**config.mk**
```make
export PLATFORM = sky130hd
export DESIGN_NAME = fit_policy_partition_allocator
export DESIGN_NICKNAME = d
export VERILOG_FILES = /design/src/rtl/fpa_pkg.sv /design/src/rtl/fit_policy_partition_allocator.sv /design/src/rtl/fpa_ctrl.sv /design/src/rtl/fpa_datapath.sv
export SDC_FILE = /design/constraint.sdc
export NUM_CORES = 2
export LEC_CHECK = 0
export ABC_AREA = 1
export BUFFER_PORTS_ARGS = -buffer_cell sky130_fd_sc_hd__buf_2
export CAP_MARGIN = 25
export CORE_ASPECT_RATIO = 1.4
export CORE_MARGIN = 4
export CORE_UTILIZATION = 50
export DETAILED_ROUTE_END_ITERATION = 6
export PLACE_DENSITY = 0.65
export SLEW_MARGIN = 10
export SYNTH_ARGS = -nofsm -noshare
export SYNTH_HDL_FRONTEND = slang
export SYNTH_SLANG_ARGS = --single-unit
```
**constraint.sdc**
```tcl
create_clock -name clk -period 4.65 [get_ports clk]
set_input_delay 0.93 -clock clk [delete_from_list [all_inputs] [get_ports clk]]
set_output_delay 0.93 -clock clk [all_outputs]
set_load 0.01 [all_outputs]
```
**src/rtl/fpa_pkg.sv**
```systemverilog
// package for the fit policy partition allocator
// item types, codes, command and status structs; no dependencies
package fpa_pkg;

  localparam int PARTS_DEFAULT = 64;
  localparam int CFG_DATA_W = 7;

  localparam logic [1:0] KIND_LOAD = 2'd0;
  localparam logic [1:0] KIND_ALLOC = 2'd1;
  localparam logic [1:0] KIND_QUERY = 2'd2;
  localparam logic [1:0] KIND_CLEAR = 2'd3;

  localparam logic [1:0] MODE_FIRST = 2'd0;
  localparam logic [1:0] MODE_NEXT = 2'd1;
  localparam logic [1:0] MODE_BEST = 2'd2;
  localparam logic [1:0] MODE_WORST = 2'd3;

  localparam logic CFG_FIT_MODE = 1'b0;
  localparam logic CFG_PART_COUNT = 1'b1;

  localparam logic [1:0] FIT_MODE_RESET = MODE_FIRST;
  localparam logic [6:0] PART_COUNT_RESET = 7'd64;

  typedef struct packed {
    logic [1:0] kind;
    logic [5:0] part_index;
    logic [15:0] amount;
  } req_t;

  typedef struct packed {
    logic granted;
    logic [5:0] chosen_index;
    logic [15:0] held_amount;
  } rsp_t;

  typedef struct packed {
    logic take;
    logic scan;
    logic finish;
  } cmd_t;

  typedef struct packed {
    logic scan_last;
  } sts_t;

endpackage

```
**src/rtl/fit_policy_partition_allocator.sv**
```systemverilog
// top level: partition allocator with first, next, best and worst fit placement
// allocate: scan of the live partitions, a drain state, then the result state
// live is partition_count held to 1..PARTS; one size read per cycle
// query: straight to the result state; load and clear complete when taken
// one item in flight; a waiting result does not block loads or clears
// rst (synchronous) frees all partitions, zeroes the next-fit position, fit_mode 0, count 64
module fit_policy_partition_allocator #(
  parameter int PARTS = fpa_pkg::PARTS_DEFAULT
) (
  input  logic                        clk,
  input  logic                        rst,
  input  logic                        req_valid,
  output logic                        req_ready,
  input  fpa_pkg::req_t               req,
  output logic                        rsp_valid,
  input  logic                        rsp_ready,
  output fpa_pkg::rsp_t               rsp,
  input  logic                        cfg_we,
  input  logic                        cfg_index,
  input  logic [fpa_pkg::CFG_DATA_W-1:0] cfg_data
);
  import fpa_pkg::*;

  cmd_t cmd;
  sts_t sts;

  fpa_ctrl u_ctrl (
    .clk       (clk),
    .rst       (rst),
    .req_valid (req_valid),
    .req_ready (req_ready),
    .req_kind  (req.kind),
    .rsp_valid (rsp_valid),
    .rsp_ready (rsp_ready),
    .cmd       (cmd),
    .sts       (sts)
  );

  fpa_datapath #(
    .PARTS (PARTS)
  ) u_datapath (
    .clk       (clk),
    .rst       (rst),
    .cfg_we    (cfg_we),
    .cfg_index (cfg_index),
    .cfg_data  (cfg_data),
    .req       (req),
    .cmd       (cmd),
    .sts       (sts),
    .rsp       (rsp)
  );

  a_finish_slot: assert property (@(posedge clk) disable iff (rst)
    cmd.finish |-> (!rsp_valid || rsp_ready))
    else $error("result written over an untaken result");

  a_finish_valid: assert property (@(posedge clk) disable iff (rst)
    cmd.finish |=> rsp_valid)
    else $error("finished item not presented");

  a_scan_busy: assert property (@(posedge clk) disable iff (rst)
    cmd.scan |-> !req_ready)
    else $error("item accepted during scan");

endmodule

```
**src/rtl/fpa_ctrl.sv**
```systemverilog
// controller state machine for the partition allocator
// depends on fpa_pkg; drives fpa_datapath through cmd_t and reads sts_t
module fpa_ctrl (
  input  logic          clk,
  input  logic          rst,
  input  logic          req_valid,
  output logic          req_ready,
  input  logic [1:0]    req_kind,
  output logic          rsp_valid,
  input  logic          rsp_ready,
  output fpa_pkg::cmd_t cmd,
  input  fpa_pkg::sts_t sts
);
  import fpa_pkg::*;

  localparam logic [1:0] ST_IDLE = 2'd0;
  localparam logic [1:0] ST_SCAN = 2'd1;
  localparam logic [1:0] ST_DRAIN = 2'd2;
  localparam logic [1:0] ST_RESULT = 2'd3;

  logic [1:0] state;
  logic [1:0] state_next;
  logic       slot_free;

  assign req_ready = (state == ST_IDLE);
  assign slot_free = !rsp_valid || rsp_ready;

  always_comb begin
    state_next = state;
    cmd.take = 1'b0;
    cmd.scan = 1'b0;
    cmd.finish = 1'b0;
    unique case (state)
      ST_IDLE: begin
        if (req_valid) begin
          cmd.take = 1'b1;
          unique case (req_kind)
            KIND_ALLOC: state_next = ST_SCAN;
            KIND_QUERY: state_next = ST_RESULT;
            default: state_next = ST_IDLE;
          endcase
        end
      end
      ST_SCAN: begin
        cmd.scan = 1'b1;
        if (sts.scan_last) begin
          state_next = ST_DRAIN;
        end
      end
      ST_DRAIN: begin
        state_next = ST_RESULT;
      end
      ST_RESULT: begin
        if (slot_free) begin
          cmd.finish = 1'b1;
          state_next = ST_IDLE;
        end
      end
      default: state_next = ST_IDLE;
    endcase
  end

  always_ff @(posedge clk) begin
    if (rst) begin
      state <= ST_IDLE;
      rsp_valid <= 1'b0;
    end else begin
      state <= state_next;
      if (cmd.finish) begin
        rsp_valid <= 1'b1;
      end else if (rsp_ready) begin
        rsp_valid <= 1'b0;
      end
    end
  end

endmodule

```
**src/rtl/fpa_datapath.sv**
```systemverilog
// datapath: partition tables, config registers, scan and pick logic, result register
// depends on fpa_pkg; commanded by fpa_ctrl
module fpa_datapath #(
  parameter int PARTS = fpa_pkg::PARTS_DEFAULT
) (
  input  logic                        clk,
  input  logic                        rst,
  input  logic                        cfg_we,
  input  logic                        cfg_index,
  input  logic [fpa_pkg::CFG_DATA_W-1:0] cfg_data,
  input  fpa_pkg::req_t               req,
  input  fpa_pkg::cmd_t               cmd,
  output fpa_pkg::sts_t               sts,
  output fpa_pkg::rsp_t               rsp
);
  import fpa_pkg::*;

  localparam int IDX_W = (PARTS > 1) ? $clog2(PARTS) : 1;
  localparam int CNT_W = IDX_W + 1;

  logic [15:0]      size_mem [PARTS];
  logic [15:0]      alloc_mem [PARTS];
  logic [PARTS-1:0] used;

  logic [1:0]       fit_mode;
  logic [6:0]       part_count;
  logic [IDX_W-1:0] next_pos;

  logic [1:0]       kind_q;
  logic [5:0]       idx_q;
  logic             in_range_q;
  logic [15:0]      amount_q;
  logic [15:0]      alloc_q;
  logic             qused_q;

  logic [IDX_W-1:0] scan_addr;
  logic [CNT_W-1:0] scan_cnt;
  logic             rd_valid;
  logic [15:0]      size_q;
  logic             rused_q;
  logic [IDX_W-1:0] rd_idx;

  logic             pick_valid;
  logic [IDX_W-1:0] pick_idx;
  logic [15:0]      pick_size;

  logic [8:0]       count_ext;
  logic [8:0]       live_ext;
  logic [CNT_W-1:0] live;
  logic             in_range;
  logic [IDX_W-1:0] in_addr;
  logic [IDX_W-1:0] start_addr;
  logic [CNT_W-1:0] addr_inc;
  logic [CNT_W-1:0] pick_inc;
  logic             hit;
  logic             better;
  logic [IDX_W+5:0] pick_wide;
  logic             commit;

  assign count_ext = {2'b00, part_count};
  always_comb begin
    if (part_count == 7'd0) begin
      live_ext = 9'd1;
    end else if (count_ext > 9'(PARTS)) begin
      live_ext = 9'(PARTS);
    end else begin
      live_ext = count_ext;
    end
  end
  assign live = live_ext[CNT_W-1:0];

  assign in_range = {3'b000, req.part_index} < 9'(PARTS);
  assign in_addr = IDX_W'({3'b000, req.part_index});

  assign start_addr = (fit_mode == MODE_NEXT && {1'b0, next_pos} < live) ? next_pos : '0;
  assign addr_inc = {1'b0, scan_addr} + CNT_W'(1);
  assign pick_inc = {1'b0, pick_idx} + CNT_W'(1);

  assign sts.scan_last = (scan_cnt == live - CNT_W'(1));

  assign hit = rd_valid && !rused_q && (amount_q <= size_q);
  assign better = !pick_valid ||
                  (fit_mode == MODE_BEST && size_q < pick_size) ||
                  (fit_mode == MODE_WORST && size_q > pick_size);

  assign commit = cmd.finish && kind_q == KIND_ALLOC && pick_valid;
  assign pick_wide = {6'b000000, pick_idx};

  always_ff @(posedge clk) begin
    if (cmd.take && req.kind == KIND_LOAD && in_range) begin
      size_mem[in_addr] <= req.amount;
    end
    if (cmd.scan) begin
      size_q <= size_mem[scan_addr];
    end
  end

  always_ff @(posedge clk) begin
    if (commit) begin
      alloc_mem[pick_idx] <= amount_q;
    end
    if (cmd.take && req.kind == KIND_QUERY) begin
      alloc_q <= alloc_mem[in_addr];
    end
  end

  always_ff @(posedge clk) begin
    if (rst) begin
      fit_mode <= FIT_MODE_RESET;
      part_count <= PART_COUNT_RESET;
    end else if (cfg_we) begin
      unique case (cfg_index)
        CFG_FIT_MODE: fit_mode <= cfg_data[1:0];
        CFG_PART_COUNT: part_count <= cfg_data[6:0];
        default: ;
      endcase
    end
  end

  always_ff @(posedge clk) begin
    if (rst) begin
      used <= '0;
      next_pos <= '0;
      rd_valid <= 1'b0;
      pick_valid <= 1'b0;
    end else begin
      rd_valid <= cmd.scan;
      if (cmd.take) begin
        unique case (req.kind)
          KIND_LOAD: begin
            if (in_range) begin
              used[in_addr] <= 1'b0;
            end
          end
          KIND_CLEAR: begin
            used <= '0;
            next_pos <= '0;
          end
          KIND_ALLOC: pick_valid <= 1'b0;
          default: ;
        endcase
      end
      if (hit && better) begin
        pick_valid <= 1'b1;
      end
      if (commit) begin
        used[pick_idx] <= 1'b1;
        if (fit_mode == MODE_NEXT) begin
          next_pos <= (pick_inc >= live) ? '0 : pick_inc[IDX_W-1:0];
        end
      end
    end
  end

  always_ff @(posedge clk) begin
    if (cmd.take) begin
      kind_q <= req.kind;
      idx_q <= req.part_index;
      in_range_q <= in_range;
      amount_q <= req.amount;
      qused_q <= used[in_addr];
      scan_addr <= start_addr;
      scan_cnt <= '0;
    end else if (cmd.scan) begin
      scan_addr <= (addr_inc == live) ? '0 : addr_inc[IDX_W-1:0];
      scan_cnt <= scan_cnt + CNT_W'(1);
    end
    if (cmd.scan) begin
      rused_q <= used[scan_addr];
      rd_idx <= scan_addr;
    end
    if (hit && better) begin
      pick_idx <= rd_idx;
      pick_size <= size_q;
    end
  end

  always_ff @(posedge clk) begin
    if (cmd.finish) begin
      if (kind_q == KIND_QUERY) begin
        rsp.granted <= in_range_q && qused_q;
        rsp.chosen_index <= idx_q;
        rsp.held_amount <= (in_range_q && qused_q) ? alloc_q : 16'd0;
      end else begin
        rsp.granted <= pick_valid;
        rsp.chosen_index <= pick_valid ? pick_wide[5:0] : 6'd0;
        rsp.held_amount <= pick_valid ? amount_q : 16'd0;
      end
    end
  end

endmodule

```
# Word-level counts from Yosys, hierarchy flattened
# Memories as Yosys holds them, arrays and structs flattened. A register that Yosys moved wholly into a read port is not among the register bits.
# Cells that the tools add are included.
# W data, S select, Z words.
# word_totals
ff_bits	174
mem_bits_rw	2048
inputBits	37
word_cells	133
n_memories	2
# mem_list
memory	depth	width	rd	rd_clocked_by_memory_dff	wr	line_no	text
u_datapath.alloc_mem	64	16	1	1	1	fpa_datapath.sv:22	logic [15:0] alloc_mem [PARTS];
u_datapath.size_mem	64	16	1	1	1	fpa_datapath.sv:21	logic [15:0] size_mem [PARTS];
# classes
add_sub_neg	4
n_lt_le_gt_ge	11
n_eq_ne	16
n_mux	46
bitwise	4
n_reduce_logical	29
# ops
operator	count
$mux W64	3
$pmux W64 S2	1
$and A64 B64 Y64	1
$not A64 Y64	1
$or A64 B64 Y64	1
$mux W6	10
$mux W16	2
$mux W23	1
$lt A6 B7 Y1 const B	3
$mux W1	18
$gt A16 B16 Y1	1
$le A16 B16 Y1	1
$lt A16 B16 Y1	1
$add A6 B1 Y7 const B	2
$eq A2 B2 Y1 const B	7
$eq A7 B7 Y1	2
$mux W7	2
$bmux W1 S6	2
$demux W1 S6	2
$ge A6 B1 Y1 const B	2
$logic_and A1 B1 Y1	12
$eq A2 B1 Y1 const B	4
$pmux W2 S4	1
$reduce_bool A2 Y1	4
other kinds (16)	26

# Depth between registers and ports, before layout
# depth
ltp_word	11
mapped_depth	22
ltp_nobuf	21

# Modules after synthesis
# A second synthesis with hierarchy kept.
# unflattened
cells_unflattened	7196
area_unflattened_um2	89538.4
# by_module_without_submodules
mod	n_inst	cells_each	area_each_um2
fpa_datapath	1	7157	89283.1
fpa_ctrl	1	39	255.2

# Worst setup path after synthesis
# Ideal clock, no wire load.
# synth_timing
path_kind	input -> register
startpoint	input req_valid
endpoint	memory u_datapath.size_mem[35][0] (enable)
setup_ps	409
arrival_time_ps	3194
t_required_ps	4241
path_slack_ps	1047
stages	5
n_path_buf	1
path_cell_list	nand2_1 -> inv_2 -> nand2_1 -> clkbuf_1 -> nor3_1
# synth_lines
item	line_no	text
from (decl)	fit_policy_partition_allocator.sv:12	input logic req_valid,
to (decl)	fpa_datapath.sv:21	

# Worst setup path after layout
# layout_timing
startpoint	register u_datapath.scan_addr[0]
endpoint	register u_datapath.scan_addr[2] (data pin)
# layout_via
elab_chain_len	5
# layout_rtl
item	line_no	text
from (decl)	fpa_datapath.sv:36	logic [IDX_W-1:0] scan_addr;
from (signal assigned)	fpa_datapath.sv:162	scan_addr <= start_addr;
from (signal assigned)	fpa_datapath.sv:165	scan_addr <= (addr_inc == live) ? '0 : addr_inc[IDX_W-1:0];
$add A6 B1 Y7 (*)	fpa_datapath.sv:76	assign addr_inc = {1'b0, scan_addr} + CNT_W'(1);
$eq A7 B7 Y1	fpa_datapath.sv:165	
$mux W6 (*)	fpa_datapath.sv:165	
$mux W6 (*)	fpa_datapath.sv:164	end else if (cmd.scan) begin
$mux W6 (*)	fpa_datapath.sv:156	if (cmd.take) begin
# Every way passes the cells marked *; elsewhere a longest branch is shown, timed or not. The select of a mux whose other input is x is not followed.
# A chain may end at the register's enable or synchronous reset.

==> results.yml <==
yosys:
  post_synth_num_cell_types: 45
  synthesis.yosys.warnings: 0
  asyncSetResetFlopFracSynth_pct: 0
  synth_ff_type: "edfxtp_1"
  synth_edf_count: 2163
  syn-mean-instance-area_um2: 13.21
  netlist_instances: 6714
  synthesis.nets: 6808
  synth_seq_area_share_pct: 75.26
  synth_area_um2: 88720
  ys_seq_elements: 2254
cells_and_area:
  register_cell_area_after_layout_um2: 66770
  multi_input_comb_area_um2: 19930
  most-common-layout-cells: "2,163 x edfxtp_1, 1,110 x nand2_1, 695 x nor2_1, 695 x o21ai_0, 259 x buf_4"
  finish.utilization_pct: 56.79
  final_layout_size_suffix_gt1_share_pct: 11.99
  flow.area_growth_from_synthesis_pct: 12.67
  mostFrequentLayoutCell: "edfxtp_1"
  fillers: 13870
  finish.net_count: 6955
worst_hold_path:
  hold_class: "in -> reg"
floorplanning:
  top_level_ports: 62
  core_area_um2: 176000
  initial_utilization_pct: 50.40
  fp-row-count: 182
  dieHeight_um: 506.4
  die_area_um2: 184300
  die_w_um: 364.0
place:
  gp_congestion: 0.9257
  hpwl_um: 155500
  numPortBuffers: 61
pwr:
  report.power.total_w: 0.05159
  leakage_nw: 32.87
  vdd_ir_drop_max_mv: 0.4989
  power.density_cell_area_nw_per_um2: 516.1
grt:
  grt_use_total_pct: 27.97
  grt_pass1_vias: 55630
  globalRoute.totalOverflow: 0
  grt_start_max_net_pins: 171
  initial_antenna_violation_count: 5
  wire_length_of_the_first_global_routing_pass_um: 377500
drt:
  firstDrtPassIters: 6
  avgRoutedWirePerCell_um: 28.09
  drtAntennaViolNets: 0
  wire_length_reported_by_the_detailed_router_um: 262400
  initialDrtViolationCount: 7696
  post_drt_via_cell_ratio: 6.217
  post-route-drc-count: 0
  vias: 58080
setup_path:
  cp_data_arrival_time_ps: 3730
  cp_data_required_time_ps: 5230
  start_kind: "flip-flop"
  critPathKind: "reg -> reg"
  critPathCaptureType: "flip-flop"
  critPathMaxFanout: 96
clocking:
  clk-insertion-delay-late_ps: 860
  tritoncts: "yes"
  cts_hold_repair.buffers: 0
  clk_pin_slew_ps: 70
  cts_htree_levels: 4
  cts_buffer_depth: 3
  number_of_clock_buffers_inserted_by_tritoncts: 207
  cts_resized: 0
  ctsRootBufferMaster: "clkbuf_16"
  clock_sink_count: 2254
  cts_post_setup_buffers_inserted: 0
timing:
  setup_total_negative_slack_ps: 0
  period_share_pct: 67.84
  post-route-min-period_ps: 3154
  report.final.hold_viol_count: 0
  setup_violations: 0
  whs_ps: 306.7
  slew_violations: 0
  worstMarginPinSlew_ps: 1036
  fin_skew_ps: 25.38
  grt_setup_unrepaired: "false"
  clock.fmax_mhz: 317.0
  slew_headroom_pct: 30.96
outcome:
  result_of_the_run: "finished, final reports clean"
job:
  maxCapViolations: 0
==> cells in the mapped netlist (87+ instances only) <==
| master | instances | area share [%] |
|---|---|---|
| o22ai_1 | 162 | 1.1 |
| edfxtp_1 | 2163 | 73 |
| nand3_1 | 206 | 1.2 |
| clkbuf_1 | 275 | 1.2 |
| inv_1 | 181 | 0.77 |
| nand4_1 | 144 | 1.0 |
| nand2_1 | 1111 | 4.7 |
| buf_2 | 87 | 0.49 |
| o221ai_1 | 100 | 0.99 |
| o21ai_0 | 695 | 3.9 |
| a21oi_1 | 167 | 0.94 |
| nor2_1 | 756 | 3.2 |
| a22oi_1 | 142 | 1.2 |
| dfxtp_1 | 91 | 2.1 |
==> state kept, by name, indices dropped and copies added (netlist names), 6 cells and up <==
name / flops
u_datapath.alloc_mem: 1024
u_datapath.size_mem: 1024
u_datapath.used: 64
u_datapath.rsp: 23
u_datapath.alloc_q: 16
u_datapath.amount_q: 16
u_datapath.pick_size: 16
u_datapath.size_q: 16
u_datapath.part_count: 7
u_datapath.scan_cnt: 7
u_datapath.idx_q: 6
u_datapath.next_pos: 6
u_datapath.pick_idx: 6
u_datapath.rd_idx: 6
u_datapath.scan_addr: 6
==> path summary, 6_finish.rpt <==
| kind | from | to | slack, ps | cells past startpoint |
|---|---|---|---|---|
| max | u_datapath.scan_addr[0] | u_datapath.scan_addr[2] | 1500 | 10 |
| min | req[22] | u_datapath.kind_q[0] | 310 | 1 |
| max reg2reg | u_datapath.scan_addr[0] | u_datapath.scan_addr[2] | 1500 | 10 |
| min reg2reg | u_datapath.rd_idx[0] | u_datapath.pick_idx[0] | 420 | 0 |
==> worst max-delay path, cell delays in order (launching register included) <==
cell      delay, ps
edfxtp_1        500
buf_12          360
buf_12          430
ha_1            280
inv_1            50
nor2_1          260
xor2_1          250
xnor2_1         140
nand4_1         250
nand3b_1        170
o21ai_0         120
==> final cells by class <==
class | instances | share of cell area (%)
flip-flops and latches | 2254 | 66.80
multi-input cells | 3851 | 19.94
clock buffers | 265 | 5.655
well taps | 2300 | 2.879
repair buffers | 347 | 2.768
clock inverters | 120 | 1.144
inverters | 200 | 0.7986
diodes | 5 | 0.01252
==> metal layers <==
layer  global-route usage, %  vias up  part of all wire, %
met5                       0        -               0.0053
met4                   15.21        2                  6.3
met3                   4.718      670                  8.9
met2                   46.36     3236                   49
met1                   35.28    28970                   36
li1                        -    25200                    -
==> stage by stage <==
stage	std cells	cell area, um^2	worst slack [ps]
floorplan	6714	88720	1047
global placement	8944	93010	1094
detailed placement	8946	93050	1064
CTS	9331	99850	1505
global route	9337	99950	1276
finish	9342	99960	1496
==> cells by family after synthesis <==
group / count (synthesis) / share of synthesized area [%]
AOI/OAI and AO/OA: 1446 / 10.09
DFF: 2254 / 75.26
adders and majority gates: 57 / 0.8039
and+or+nand+nor: 2336 / 10.88
xor gates and xnor gates: 12 / 0.1185
buffers and inverters: 609 / 2.835
==> report_power, final <==
| part | internal [W] | switching (W) | total, W |
|---|---|---|---|
| Combinational | 0.00291 | 0.00841 | 0.0113 |
| Clock | 0.00972 | 0.00736 | 0.0171 |
| Sequential | 0.0230 | 0.000213 | 0.0232 |
No activity file was read; power rests on OpenSTA's default activity.
